<file path="src/design/dthf_pkg.sv">
// ----------------------------------------------------------------------------
// dthf_pkg: shared types and constants for the depth-to-gray hole filler
// Widths, register indexes, scaling constants and the command word passed
// from the classifier to the pixel generator.
// ----------------------------------------------------------------------------
`default_nettype none

package dthf_pkg;

    localparam int FRAME_WIDTH_DEF = 640;
    localparam int MAX_RUN_DEF     = 63;

    localparam int DIST_W     = 12;
    localparam int GRAY_W     = 8;
    localparam int COL_W      = 10;
    localparam int RUN_W      = 6;
    localparam int LEN_W      = RUN_W + 1;
    localparam int CFG_IDX_W  = 2;
    localparam int CFG_DATA_W = 10;

    localparam logic [CFG_IDX_W-1:0] CFG_CROP_LEFT  = 2'd0;
    localparam logic [CFG_IDX_W-1:0] CFG_CROP_RIGHT = 2'd1;
    localparam logic [CFG_IDX_W-1:0] CFG_FILL_HOLES = 2'd2;

    localparam logic [COL_W-1:0] CROP_RIGHT_RESET = 10'd640;

    // nearness = floor(x * 255 / 400) = (x * 41780) >> 16, exact for x in 0..400
    localparam logic [DIST_W-1:0] NEAR_RANGE      = 12'd400;
    localparam int                NEAR_W          = 9;
    localparam int                SCALE_MUL_W     = 16;
    localparam logic [SCALE_MUL_W-1:0] SCALE_MUL  = 16'd41780;
    localparam int                SCALE_SHIFT     = 16;
    localparam int                PROD_W          = NEAR_W + SCALE_MUL_W;

    localparam logic [GRAY_W-1:0] GRAY_FULL = 8'd255;

    localparam int CMD_DEPTH = 4;
    localparam int CMD_PTR_W = 2;

    typedef struct packed {
        logic [COL_W-1:0] crop_left;
        logic [COL_W-1:0] crop_right;
        logic             fill_holes;
    } cfg_t;

    // One command: run_cnt held pixels (interpolated or full scale), then an
    // optional tail pixel. The last pixel of the command carries last.
    typedef struct packed {
        logic [RUN_W-1:0]  run_cnt;
        logic              interp;
        logic [GRAY_W-1:0] anchor;
        logic              tail;
        logic [GRAY_W-1:0] tail_val;
        logic              eof;
    } cmd_t;

endpackage

`default_nettype wire

</file>
<file path="src/design/dthf_cmd_fifo.sv">
// ----------------------------------------------------------------------------
// dthf_cmd_fifo: command queue between classifier and pixel generator
// Small register FIFO; read data shows the head entry.
// ----------------------------------------------------------------------------
`default_nettype none

module dthf_cmd_fifo (
    input  wire logic          aclk,
    input  wire logic          aresetn,
    input  wire logic          push,
    input  wire dthf_pkg::cmd_t wr_data,
    input  wire logic          pop,
    output dthf_pkg::cmd_t     rd_data,
    output logic               full,
    output logic               empty
);
    import dthf_pkg::*;

    cmd_t                 entry_reg [CMD_DEPTH];
    logic [CMD_PTR_W-1:0] wr_ptr_reg;
    logic [CMD_PTR_W-1:0] rd_ptr_reg;
    logic [CMD_PTR_W:0]   count_reg;

    logic do_push;
    logic do_pop;

    assign full    = (count_reg == (CMD_PTR_W+1)'(CMD_DEPTH));
    assign empty   = (count_reg == '0);
    assign do_push = push && !full;
    assign do_pop  = pop && !empty;
    assign rd_data = entry_reg[rd_ptr_reg];

    always_ff @(posedge aclk) begin
        if (do_push) begin
            entry_reg[wr_ptr_reg] <= wr_data;
        end
    end

    always_ff @(posedge aclk) begin
        if (!aresetn) begin
            wr_ptr_reg <= '0;
            rd_ptr_reg <= '0;
            count_reg  <= '0;
        end else begin
            if (do_push) begin
                wr_ptr_reg <= wr_ptr_reg + 1'b1;
            end
            if (do_pop) begin
                rd_ptr_reg <= rd_ptr_reg + 1'b1;
            end
            case ({do_push, do_pop})
                2'b10:   count_reg <= count_reg + 1'b1;
                2'b01:   count_reg <= count_reg - 1'b1;
                default: count_reg <= count_reg;
            endcase
        end
    end

endmodule

`default_nettype wire

</file>
<file path="src/design/dthf_front.sv">
// ----------------------------------------------------------------------------
// dthf_front: sample classifier
// Maps each depth sample to nearness, tracks column and run state, and
// issues one pixel-generation command per sample that produces output.
// ----------------------------------------------------------------------------
`default_nettype none

module dthf_front #(
    parameter int FRAME_WIDTH = dthf_pkg::FRAME_WIDTH_DEF,
    parameter int MAX_RUN     = dthf_pkg::MAX_RUN_DEF
) (
    input  wire logic                        aclk,
    input  wire logic                        aresetn,
    input  wire dthf_pkg::cfg_t              cfg,
    input  wire logic                        s_valid,
    output logic                             s_ready,
    input  wire logic [dthf_pkg::DIST_W-1:0] s_distance,
    input  wire logic                        s_end_of_frame,
    output dthf_pkg::cmd_t                   cmd,
    output logic                             cmd_push,
    input  wire logic                        cmd_full
);
    import dthf_pkg::*;

    logic [COL_W-1:0]  column_reg,     column_next;
    logic [RUN_W-1:0]  run_len_reg,    run_len_next;
    logic [GRAY_W-1:0] anchor_reg,     anchor_next;
    logic              in_run_reg,     in_run_next;
    logic              frame_start_reg, frame_start_next;

    logic              accept;
    logic              in_window;
    logic              near;
    logic              is_full;
    logic [NEAR_W-1:0] near_x;
    logic [PROD_W-1:0] prod;
    logic [GRAY_W-1:0] gray;
    logic [COL_W:0]    col_inc;

    assign s_ready = !cmd_full;
    assign accept  = s_valid && !cmd_full;

    assign in_window = !((column_reg < cfg.crop_left) || (column_reg > cfg.crop_right));
    assign near      = (s_distance < NEAR_RANGE);
    assign near_x    = NEAR_W'(NEAR_RANGE - s_distance);
    assign prod      = PROD_W'(near_x) * PROD_W'(SCALE_MUL);
    assign gray      = (in_window && near) ? prod[SCALE_SHIFT +: GRAY_W] : '0;
    // full scale only where the distance is zero inside the window
    assign is_full   = in_window && (s_distance == '0);
    assign col_inc   = {1'b0, column_reg} + 1'b1;

    always_comb begin
        cmd              = '0;
        cmd.tail_val     = gray;
        cmd.anchor       = anchor_reg;
        cmd.eof          = s_end_of_frame;
        anchor_next      = anchor_reg;
        in_run_next      = in_run_reg;
        run_len_next     = run_len_reg;
        frame_start_next = 1'b0;

        if (!cfg.fill_holes) begin
            // flush any held run as full scale, then the pixel
            cmd.run_cnt  = in_run_reg ? run_len_reg : '0;
            cmd.tail     = 1'b1;
            anchor_next  = gray;
            in_run_next  = 1'b0;
            run_len_next = '0;
        end else if (frame_start_reg) begin
            cmd.tail    = 1'b1;
            anchor_next = gray;
        end else if (in_run_reg) begin
            if (is_full) begin
                if (run_len_reg >= RUN_W'(MAX_RUN)) begin
                    cmd.run_cnt  = run_len_reg;
                    cmd.tail     = 1'b1;
                    cmd.tail_val = GRAY_FULL;
                    anchor_next  = GRAY_FULL;
                    in_run_next  = 1'b0;
                    run_len_next = '0;
                end else begin
                    run_len_next = run_len_reg + 1'b1;
                end
            end else begin
                cmd.run_cnt  = run_len_reg;
                cmd.interp   = 1'b1;
                cmd.tail     = 1'b1;
                anchor_next  = gray;
                in_run_next  = 1'b0;
                run_len_next = '0;
            end
        end else if (is_full) begin
            in_run_next  = 1'b1;
            run_len_next = RUN_W'(1);
        end else begin
            cmd.tail    = 1'b1;
            anchor_next = gray;
        end

        if (col_inc >= (COL_W+1)'(FRAME_WIDTH)) begin
            column_next = '0;
        end else begin
            column_next = col_inc[COL_W-1:0];
        end

        if (s_end_of_frame) begin
            // a run still open at frame end goes out unfilled
            if (in_run_next) begin
                cmd.run_cnt = run_len_next;
                cmd.interp  = 1'b0;
            end
            column_next      = '0;
            frame_start_next = 1'b1;
            in_run_next      = 1'b0;
            run_len_next     = '0;
        end
    end

    assign cmd_push = accept && ((cmd.run_cnt != '0) || cmd.tail);

    always_ff @(posedge aclk) begin
        if (!aresetn) begin
            column_reg      <= '0;
            run_len_reg     <= '0;
            anchor_reg      <= GRAY_FULL;
            in_run_reg      <= 1'b0;
            frame_start_reg <= 1'b1;
        end else if (accept) begin
            column_reg      <= column_next;
            run_len_reg     <= run_len_next;
            anchor_reg      <= anchor_next;
            in_run_reg      <= in_run_next;
            frame_start_reg <= frame_start_next;
        end
    end

endmodule

`default_nettype wire

</file>
<file path="src/design/dthf_back.sv">
// ----------------------------------------------------------------------------
// dthf_back: pixel generator
// Executes commands: serial divide for the run slope, then stepped linear
// interpolation (or full scale), then the tail pixel, into an output register.
// ----------------------------------------------------------------------------
`default_nettype none

module dthf_back (
    input  wire logic                         aclk,
    input  wire logic                         aresetn,
    input  wire dthf_pkg::cmd_t               cmd,
    input  wire logic                         cmd_empty,
    output logic                              cmd_pop,
    output logic                              m_valid,
    input  wire logic                         m_ready,
    output logic [dthf_pkg::GRAY_W-1:0]       m_gray,
    output logic                              m_last,
    output logic                              m_frame_done
);
    import dthf_pkg::*;

    typedef enum logic [4:0] {
        ST_IDLE = 5'b00001,
        ST_DIV  = 5'b00010,
        ST_ADJ  = 5'b00100,
        ST_RUN  = 5'b01000,
        ST_TAIL = 5'b10000
    } state_t;

    state_t             state_reg, state_next;
    cmd_t               cmd_reg;
    logic [LEN_W-1:0]   len_reg;
    logic [RUN_W-1:0]   cnt_reg;
    logic [2:0]         div_cnt_reg;
    logic [LEN_W-1:0]   rem_reg;
    logic [GRAY_W-1:0]  quo_reg;
    logic               neg_reg;
    logic signed [GRAY_W:0] dq_reg;
    logic [LEN_W-1:0]   dr_reg;
    logic [GRAY_W-1:0]  q_reg;
    logic [LEN_W-1:0]   r_reg;

    logic               m_valid_reg;
    logic [GRAY_W-1:0]  m_gray_reg;
    logic               m_last_reg;
    logic               m_frame_done_reg;

    logic               out_free;
    logic [GRAY_W:0]    diff;
    logic [LEN_W:0]     trial;
    logic               trial_ge;
    logic [LEN_W:0]     r_sum;
    logic               r_carry;
    logic [LEN_W-1:0]   r_step;
    logic signed [GRAY_W+1:0] q_sum;
    logic [GRAY_W-1:0]  q_step;

    logic               emit;
    logic [GRAY_W-1:0]  emit_gray;
    logic               emit_last;

    assign out_free = !m_valid_reg || m_ready;
    assign cmd_pop  = (state_reg == ST_IDLE) && !cmd_empty;

    // restoring divide step
    assign trial    = {rem_reg, quo_reg[GRAY_W-1]};
    assign trial_ge = (trial >= {1'b0, len_reg});

    // interpolation step: remainder accumulates the slope fraction
    assign r_sum   = {1'b0, r_reg} + {1'b0, dr_reg};
    assign r_carry = (r_sum >= {1'b0, len_reg});
    assign r_step  = r_carry ? LEN_W'(r_sum - {1'b0, len_reg}) : r_sum[LEN_W-1:0];
    assign q_sum   = $signed({2'b00, q_reg}) + $signed({dq_reg[GRAY_W], dq_reg})
                   + $signed({{(GRAY_W+1){1'b0}}, r_carry});
    assign q_step  = q_sum[GRAY_W-1:0];

    assign diff = {1'b0, cmd.tail_val} - {1'b0, cmd.anchor};

    always_comb begin
        state_next = state_reg;
        emit       = 1'b0;
        emit_gray  = cmd_reg.tail_val;
        emit_last  = 1'b0;
        unique case (state_reg)
            ST_IDLE: begin
                if (!cmd_empty) begin
                    if (cmd.run_cnt == '0) begin
                        state_next = ST_TAIL;
                    end else if (cmd.interp) begin
                        state_next = ST_DIV;
                    end else begin
                        state_next = ST_RUN;
                    end
                end
            end
            ST_DIV: begin
                if (div_cnt_reg == 3'd7) begin
                    state_next = ST_ADJ;
                end
            end
            ST_ADJ: begin
                state_next = ST_RUN;
            end
            ST_RUN: begin
                if (out_free) begin
                    emit      = 1'b1;
                    emit_gray = cmd_reg.interp ? q_step : GRAY_FULL;
                    if (cnt_reg == RUN_W'(1)) begin
                        emit_last  = !cmd_reg.tail;
                        state_next = cmd_reg.tail ? ST_TAIL : ST_IDLE;
                    end
                end
            end
            ST_TAIL: begin
                if (out_free) begin
                    emit       = 1'b1;
                    emit_last  = 1'b1;
                    state_next = ST_IDLE;
                end
            end
            default: begin
                state_next = ST_IDLE;
            end
        endcase
    end

    // datapath registers
    always_ff @(posedge aclk) begin
        unique case (state_reg)
            ST_IDLE: begin
                cmd_reg     <= cmd;
                len_reg     <= {1'b0, cmd.run_cnt} + 1'b1;
                cnt_reg     <= cmd.run_cnt;
                neg_reg     <= diff[GRAY_W];
                quo_reg     <= diff[GRAY_W] ? GRAY_W'(-diff) : diff[GRAY_W-1:0];
                rem_reg     <= '0;
                div_cnt_reg <= '0;
                q_reg       <= cmd.anchor;
                r_reg       <= '0;
            end
            ST_DIV: begin
                rem_reg     <= trial_ge ? LEN_W'(trial - {1'b0, len_reg}) : trial[LEN_W-1:0];
                quo_reg     <= {quo_reg[GRAY_W-2:0], trial_ge};
                div_cnt_reg <= div_cnt_reg + 1'b1;
            end
            ST_ADJ: begin
                // floor division of a negative slope
                if (neg_reg && (rem_reg != '0)) begin
                    dq_reg <= -$signed({1'b0, quo_reg}) - 9'sd1;
                    dr_reg <= len_reg - rem_reg;
                end else if (neg_reg) begin
                    dq_reg <= -$signed({1'b0, quo_reg});
                    dr_reg <= '0;
                end else begin
                    dq_reg <= $signed({1'b0, quo_reg});
                    dr_reg <= rem_reg;
                end
            end
            ST_RUN: begin
                if (out_free) begin
                    q_reg   <= q_step;
                    r_reg   <= r_step;
                    cnt_reg <= cnt_reg - 1'b1;
                end
            end
            ST_TAIL: begin
                cnt_reg <= cnt_reg;
            end
            default: begin
                cnt_reg <= cnt_reg;
            end
        endcase
    end

    always_ff @(posedge aclk) begin
        if (emit) begin
            m_gray_reg       <= emit_gray;
            m_last_reg       <= emit_last;
            m_frame_done_reg <= emit_last && cmd_reg.eof;
        end
    end

    always_ff @(posedge aclk) begin
        if (!aresetn) begin
            state_reg   <= ST_IDLE;
            m_valid_reg <= 1'b0;
        end else begin
            state_reg <= state_next;
            if (emit) begin
                m_valid_reg <= 1'b1;
            end else if (m_ready) begin
                m_valid_reg <= 1'b0;
            end
        end
    end

    assign m_valid      = m_valid_reg;
    assign m_gray       = m_gray_reg;
    assign m_last       = m_last_reg;
    assign m_frame_done = m_frame_done_reg;

endmodule

`default_nettype wire

</file>
<file path="src/design/depth_to_gray_hole_fill.sv">
// ----------------------------------------------------------------------------
// depth_to_gray_hole_fill: depth samples to 8-bit nearness with hole filling
// Converts raster depth to nearness, crops columns and interpolates across
// runs of full-scale pixels between two valid neighbors.
// ----------------------------------------------------------------------------
// Usage:
//   Input channel (s_valid/s_ready): one word per depth sample, with
//   s_end_of_frame on the last sample of a frame.
//   Output channel (m_valid/m_ready): one word per gray pixel; m_last marks
//   the final pixel caused by an input sample, m_frame_done the final pixel
//   of a frame. A sample that opens or extends a held run gives no word yet.
//   Config port: write crop_left_col, crop_right_col and fill_holes through
//   cfg_wr_en/cfg_wr_index/cfg_wr_data, only while the block is idle.
// Timing:
//   A plain pixel passes the command queue, the pop and tail states and
//   the output register; the pop and tail states per plain sample set
//   sustained throughput. A filled run of n held pixels takes a pop state,
//   a serial divide for the slope, an adjust state, then one pixel a cycle
//   for the run and its ending pixel while the receiver is ready.
//   A 4-word command queue lets the classifier keep accepting meanwhile.
// Reset: clears crop window to full width, fill off, column 0, no run.
// Stall: a stalled receiver holds the output register; the queue fills and
//   s_ready drops once it is full.
// ----------------------------------------------------------------------------
`default_nettype none

module depth_to_gray_hole_fill #(
    parameter int FRAME_WIDTH = dthf_pkg::FRAME_WIDTH_DEF,
    parameter int MAX_RUN     = dthf_pkg::MAX_RUN_DEF
) (
    input  wire logic                            aclk,
    input  wire logic                            aresetn,
    input  wire logic                            cfg_wr_en,
    input  wire logic [dthf_pkg::CFG_IDX_W-1:0]  cfg_wr_index,
    input  wire logic [dthf_pkg::CFG_DATA_W-1:0] cfg_wr_data,
    input  wire logic                            s_valid,
    output logic                                 s_ready,
    input  wire logic [dthf_pkg::DIST_W-1:0]     s_distance,
    input  wire logic                            s_end_of_frame,
    output logic                                 m_valid,
    input  wire logic                            m_ready,
    output logic [dthf_pkg::GRAY_W-1:0]          m_gray,
    output logic                                 m_last,
    output logic                                 m_frame_done
);
    import dthf_pkg::*;

    cfg_t cfg_reg;
    cmd_t push_cmd;
    cmd_t head_cmd;
    logic cmd_push;
    logic cmd_pop;
    logic cmd_full;
    logic cmd_empty;

    // Config registers; writes to an unused index are dropped.
    always_ff @(posedge aclk) begin
        if (!aresetn) begin
            cfg_reg.crop_left  <= '0;
            cfg_reg.crop_right <= CROP_RIGHT_RESET;
            cfg_reg.fill_holes <= 1'b0;
        end else if (cfg_wr_en) begin
            unique case (cfg_wr_index)
                CFG_CROP_LEFT:  cfg_reg.crop_left  <= cfg_wr_data[COL_W-1:0];
                CFG_CROP_RIGHT: cfg_reg.crop_right <= cfg_wr_data[COL_W-1:0];
                CFG_FILL_HOLES: cfg_reg.fill_holes <= cfg_wr_data[0];
                default:        cfg_reg            <= cfg_reg;
            endcase
        end
    end

    // Classify samples and issue commands.
    dthf_front #(
        .FRAME_WIDTH (FRAME_WIDTH),
        .MAX_RUN     (MAX_RUN)
    ) u_front (
        .aclk           (aclk),
        .aresetn        (aresetn),
        .cfg            (cfg_reg),
        .s_valid        (s_valid),
        .s_ready        (s_ready),
        .s_distance     (s_distance),
        .s_end_of_frame (s_end_of_frame),
        .cmd            (push_cmd),
        .cmd_push       (cmd_push),
        .cmd_full       (cmd_full)
    );

    // Decouple classifier from pixel generation.
    dthf_cmd_fifo u_cmd_fifo (
        .aclk    (aclk),
        .aresetn (aresetn),
        .push    (cmd_push),
        .wr_data (push_cmd),
        .pop     (cmd_pop),
        .rd_data (head_cmd),
        .full    (cmd_full),
        .empty   (cmd_empty)
    );

    // Generate output pixels.
    dthf_back u_back (
        .aclk         (aclk),
        .aresetn      (aresetn),
        .cmd          (head_cmd),
        .cmd_empty    (cmd_empty),
        .cmd_pop      (cmd_pop),
        .m_valid      (m_valid),
        .m_ready      (m_ready),
        .m_gray       (m_gray),
        .m_last       (m_last),
        .m_frame_done (m_frame_done)
    );

endmodule

`default_nettype wire
</file>
<file path="config.mk">
export PLATFORM = sky130hd
export DESIGN_NAME = depth_to_gray_hole_fill
export DESIGN_NICKNAME = d
export VERILOG_FILES = /design/src/design/dthf_pkg.sv /design/src/design/dthf_cmd_fifo.sv /design/src/design/dthf_front.sv /design/src/design/dthf_back.sv /design/src/design/depth_to_gray_hole_fill.sv
export SDC_FILE = /design/constraint.sdc
export NUM_CORES = 1
export LEC_CHECK = 0
export BUFFER_PORTS_ARGS = -buffer_cell sky130_fd_sc_hd__clkbuf_2
export CORE_AREA = 2 2 156 158
export CTS_CLUSTER_SIZE = 14
export DETAILED_ROUTE_END_ITERATION = 10
export DIE_AREA = 0 0 158 160
export PLACE_DENSITY = 0.8
export SYNTH_ARGS = -nofsm -noshare
export SYNTH_HDL_FRONTEND = slang
export SYNTH_HIERARCHICAL = 1
export SYNTH_SLANG_ARGS = --single-unit
</file>
<file path="constraint.sdc">
create_clock -name aclk -period 11.4 [get_ports aclk]
set_clock_uncertainty 0.15 [all_clocks]
set_input_delay 2.28 -clock aclk [delete_from_list [all_inputs] [get_ports aclk]]
set_output_delay 2.28 -clock aclk [all_outputs]
set_load 0.05 [all_outputs]
</file>
Word level (Yosys, flattened, before mapping)
Memories as Yosys holds them, arrays and structs flattened. A register that Yosys moved wholly into a read port is not among the register bits. Index checks and enable logic that the tools add are counted.

Register bits: 143. Bits in writable memories: 100. Input port bits: 30. Word-level logic and storage cells: 195. Memories: 1.

Memory list: u_cmd_fifo.entry_reg (words 4, width 25, rd ports 1, clocked after memory_dff 1, wr ports 1, RTL line dthf_cmd_fifo.sv:19) `cmd_t entry_reg [CMD_DEPTH];`.

$add $sub $neg: 20. Multipliers: 1. Magnitude comparators: 7. Eq/ne operators: 19. Mux-type cells: 83. Reduce and logical (&&, ||, !) cells: 34.

Operators by type and width (number): 8-bit 2-to-1 mux (18); 6-bit 2-to-1 mux (12); 7-bit 2-to-1 mux (9); 5-bit 2-to-1 mux (7); 8-bit one-hot mux with 2 select lines (2); 7-bit one-hot mux with 2 select lines (2); 5-bit one-hot mux with 5 select lines (1); 9-bit by 14-bit multiplier with 22-bit output, second input constant (1); 1-bit 2-to-1 mux (22); 7-bit subtractor (3); 10-bit 2-to-1 mux (2); 8-bit by 7-bit greater-or-equal comparator with 1-bit output (2); 8-bit negator (2); 12-bit logical NOT (1); 12-bit by 9-bit < comparator with 1-bit output, second input constant (1); 3-bit one-hot mux with 2 select lines (2); 6-bit one-hot mux with 2 select lines (1); 10-bit by 1-bit adder with 11-bit output, second input constant (1); 11-bit by 10-bit greater-or-equal comparator with 1-bit output, second input constant (1); 10-bit > comparator (1); 10-bit < comparator (1); 1-bit logical AND (9); 9-bit 2-to-1 mux (1); 8-bit by 8-bit subtractor with 9-bit output (1); other kinds (40) (61).

Longest topological paths before layout
Word-level depth: 16. Mapped depth: 24. Gate-level depth less buffers: 24.

Modules after synthesis
The synthesis kept the hierarchy.

By module, submodules not included: dthf_back (instances 1, cells an instance 565, area an instance 5765.5 um2, seq. area each 2612.5 um2); dthf_cmd_fifo (instances 1, cells an instance 185, area an instance 4126.5 um2, seq. area each 3183.1 um2); dthf_front (instances 1, cells an instance 520, area an instance 3997.6 um2, seq. area each 520.5 um2); depth_to_gray_hole_fill (instances 1, cells an instance 84, area an instance 832.0 um2, seq. area each 420.4 um2).

Least setup slack after synthesis
Ideal clock, no wire load.

Kind: in2reg. Start: input s_distance[3] (netlist bit). End: memory u_cmd_fifo/entry_reg[0][8] (netlist bit), data pin. Arrival time: 6.843 ns. Data required time: 10.968 ns. Setup slack: 4.125 ns. Cell stages on the path: 19. Buffers on the path: 0. Cell sequence: o41ai_1 -> nand2_1 -> xnor2_1 -> ha_1 -> inv_1 -> fa_1 -> fa_1 -> fa_1 -> inv_1 -> ha_1 -> o21ai_1 -> nand2b_1 -> a21oi_1 -> o311a_1 -> or3_1 -> a31oi_1 -> o21ai_0 -> nand3b_1 -> nand2_1.

RTL lines: start: declaration (RTL line depth_to_gray_hole_fill.sv:38) `input wire logic [dthf_pkg::DIST_W-1:0] s_distance,`; end: declaration (RTL line dthf_cmd_fifo.sv:19).

==> summary.txt <==
Die Ht - 160 um
slew margin rel. - 27.53%
total wire length - 29490 um
Pwr Total - 4.149 mW
cts bufs inserted - 25
CTS Buffer Depth - 3
Achievable Freq - 135.2 MHz
asr flop ratio synth - 0%
flops & latches, synth - 245
root buffer cell - clkbuf_16
minimum clock period - 7397 ps
hpwl dp - 21280 um
vias after detailed routing - 10.10k
Setup Buffers After CTS - 0
# hold bufs at CTS - 0
largest area contributor in the netlist - edfxtp_1
clk sinks - 245
Critical Path AT - 7470 ps
Iter 0 DRT Violations - 673
first-pass detailed-route iteration total - 5
Hold Slack - 309.4 ps
largest net degree at the start of global routing - 57
max_cap viols - 0
CTS tree - yes
CTS H-tree lvls - 1
hold_sp - cfg_reg[9]
num rows - 57
post-cts sizing count - 0
Worst Setup SP - s_distance[2]
final core occ - 67.50%
Ys Warns - 6
GP Congestion - 0.9142
Critical Path RT - 11470 ps
share of cells above drive strength 1 - 10.55%
Main synth FF type - edfxtp_1
Worst Slack Setup Final - 4003 ps
Slew Viols, Final - 0
outcome - finished clean
Antenna Cells - 0
Tcrit/Tclk final - 64.89%
GRT Util Overall - 23.99%
DR DRC count - 0
TNS Setup - 0 ps
Post-Synthesis Cells - 1354
RSZ-0062 raised after global routing - false
Core Area - 0.02382 mm^2
final setup vio count - 0
synth top area cells - edfxtp_1, ha_1, dfxtp_1, mux4_2, fa_1
Critical Path End Type - flip-flop
Via density - 5.819
Congestion Overflow GR - 0
most frequent cells in the layout - edfxtp_1, nand2_1, inv_1, ha_1, nor2_1
number of port buffers - 41
synth-to-layout area growth - 9.222%
die width - 158 um
top-area cell type share of the netlist area - 37.33%
Mapped Area - 0.01472 mm^2
die footprint - 0.02528 mm^2
Worst-Margin Slew - 1082 ps
Final ANT Viol Nets - 0
Top Ports - 42
Initial Util - 61.80%
Pwr Density - 258.0 mW/mm^2
number of synthesized flops with an enable pin - 183
most common cell after layout, fill and taps aside - edfxtp_1
critical setup path kind - in -> reg
crit path max fanout - 5
vias in the first global route - 10.13k
distinct cell type count after synthesis - 80
clk slew on worst S/H paths - 60 ps
Seq/Total Area, Yosys - 45.76%
Avg Cell Area, Syn - 10.87 um^2
Hold Violations, Final - 0
Setup crit start kind - primary input
maximum vdd ir drop - 0.0001372 V
average wire per standard cell - 16.99 um
initial antenna violation count - 0
Setup Slack @ Placement - 3565 ps
Hold WC Path Type - reg -> reg
Layout Nets - 1584
first-pass GRT wire length - 48780 um
Critical R2R Launch - u_back/dr_reg[0]
Worst-Skew Late Latency - 530 ps
number of flip-flops in the largest register - 100
Syn Nets - 1545
Lkg Pwr - 6.528 nW
-- routing by layer --
layer	global-route usage, %	vias to the layer above	share of wire [%]
met1	30.29	4876	42
li1	-	4904	-
met3	3.039	60	4.7
met2	42.85	262	51
met4	7.412	0	2.9
met5	0	-	0
-- kinds of logic after synthesis --
kind of cell | Yosys count | synth area share (%)
adder cells (fa/ha/maj) | 161 | 15.11
AND/OR/NAND/NOR | 388 | 12.85
multiplexers | 55 | 5.890
buffers and inverters | 182 | 5.159
AO/OA/AOI/OAI | 243 | 10.47
flip-flops | 245 | 45.76
XOR/XNOR | 80 | 4.759
-- final cells by class --
cell class | count | area, um^2
Fill cell | 1833 | 7741
Multi-Input combinational cell | 927 | 7236
Sequential cell | 245 | 6738
Clock buffer | 30 | 664.4
Inverter | 142 | 533.0
Tap cell | 324 | 405.4
Timing Repair Buffer | 52 | 287.8
Clock inverter | 16 | 215.2
-- power breakdown --
part           internal, mW  leakage [nW]  switching [mW]
logic                 0.808          3.85            1.10
registers              1.25          2.25           0.131
clock network         0.530         0.429           0.336
total                  2.59          6.53            1.56
-- path summary, 6_finish.rpt --
check,endpoint,slack [ps],cells after the start
setup / recovery,u_cmd_fifo/entry_reg[2][8],4000,20
hold / removal,cfg_reg[9],310,2
setup reg to reg,u_back/q_reg[6],6410,21
hold reg to reg,cfg_reg[9],310,2
-- metrics by stage --
stage	cells	area (um^2)
final	1736	16080
after global routing	1736	16080
after CTS	1736	16080
after detailed placement	1690	15200
after global placement	1690	15200
after floorplan	1354	14720
-- worst max-delay path, cell delays in order --
cell and delay (ps):
clkbuf_2 120, o41ai_1 520, nand2_1 180, xnor2_1 450, ha_1 310, inv_1 110, fa_1 460, fa_1 540
fa_1 560, inv_1 50, ha_1 280, o21ai_1 60, nand2b_1 70, a21oi_1 90, o311a_1 410, or3_1 420
a31oi_1 220, o21ai_0 110, nand3b_1 130, nand2_1 110
-- Yosys cell counts, drive strengths merged, types with 4 or more instances --
master  number
a22oi        5
o21ai       72
edfxtp     183
dfxtp       62
a22o         6
nand3b       9
or3          7
a21oi       71
or2          6
ha         133
o21bai       5
o211ai       4
nor3b        6
mux2i       27
clkbuf      26
nor3        25
nand2      140
and3        11
nor2b       19
and2        15
xor2        19
o31ai        6
a21o        12
nand4        7
fa          28
mux4        25
o22a         5
o21a         5
a31oi       12
buf         14
nand3       28
xnor2       61
nand2b      10
nor2        84
inv        140
o22ai        8
nor4        10
a21boi       7
Power figures use the tool's default switching activity.
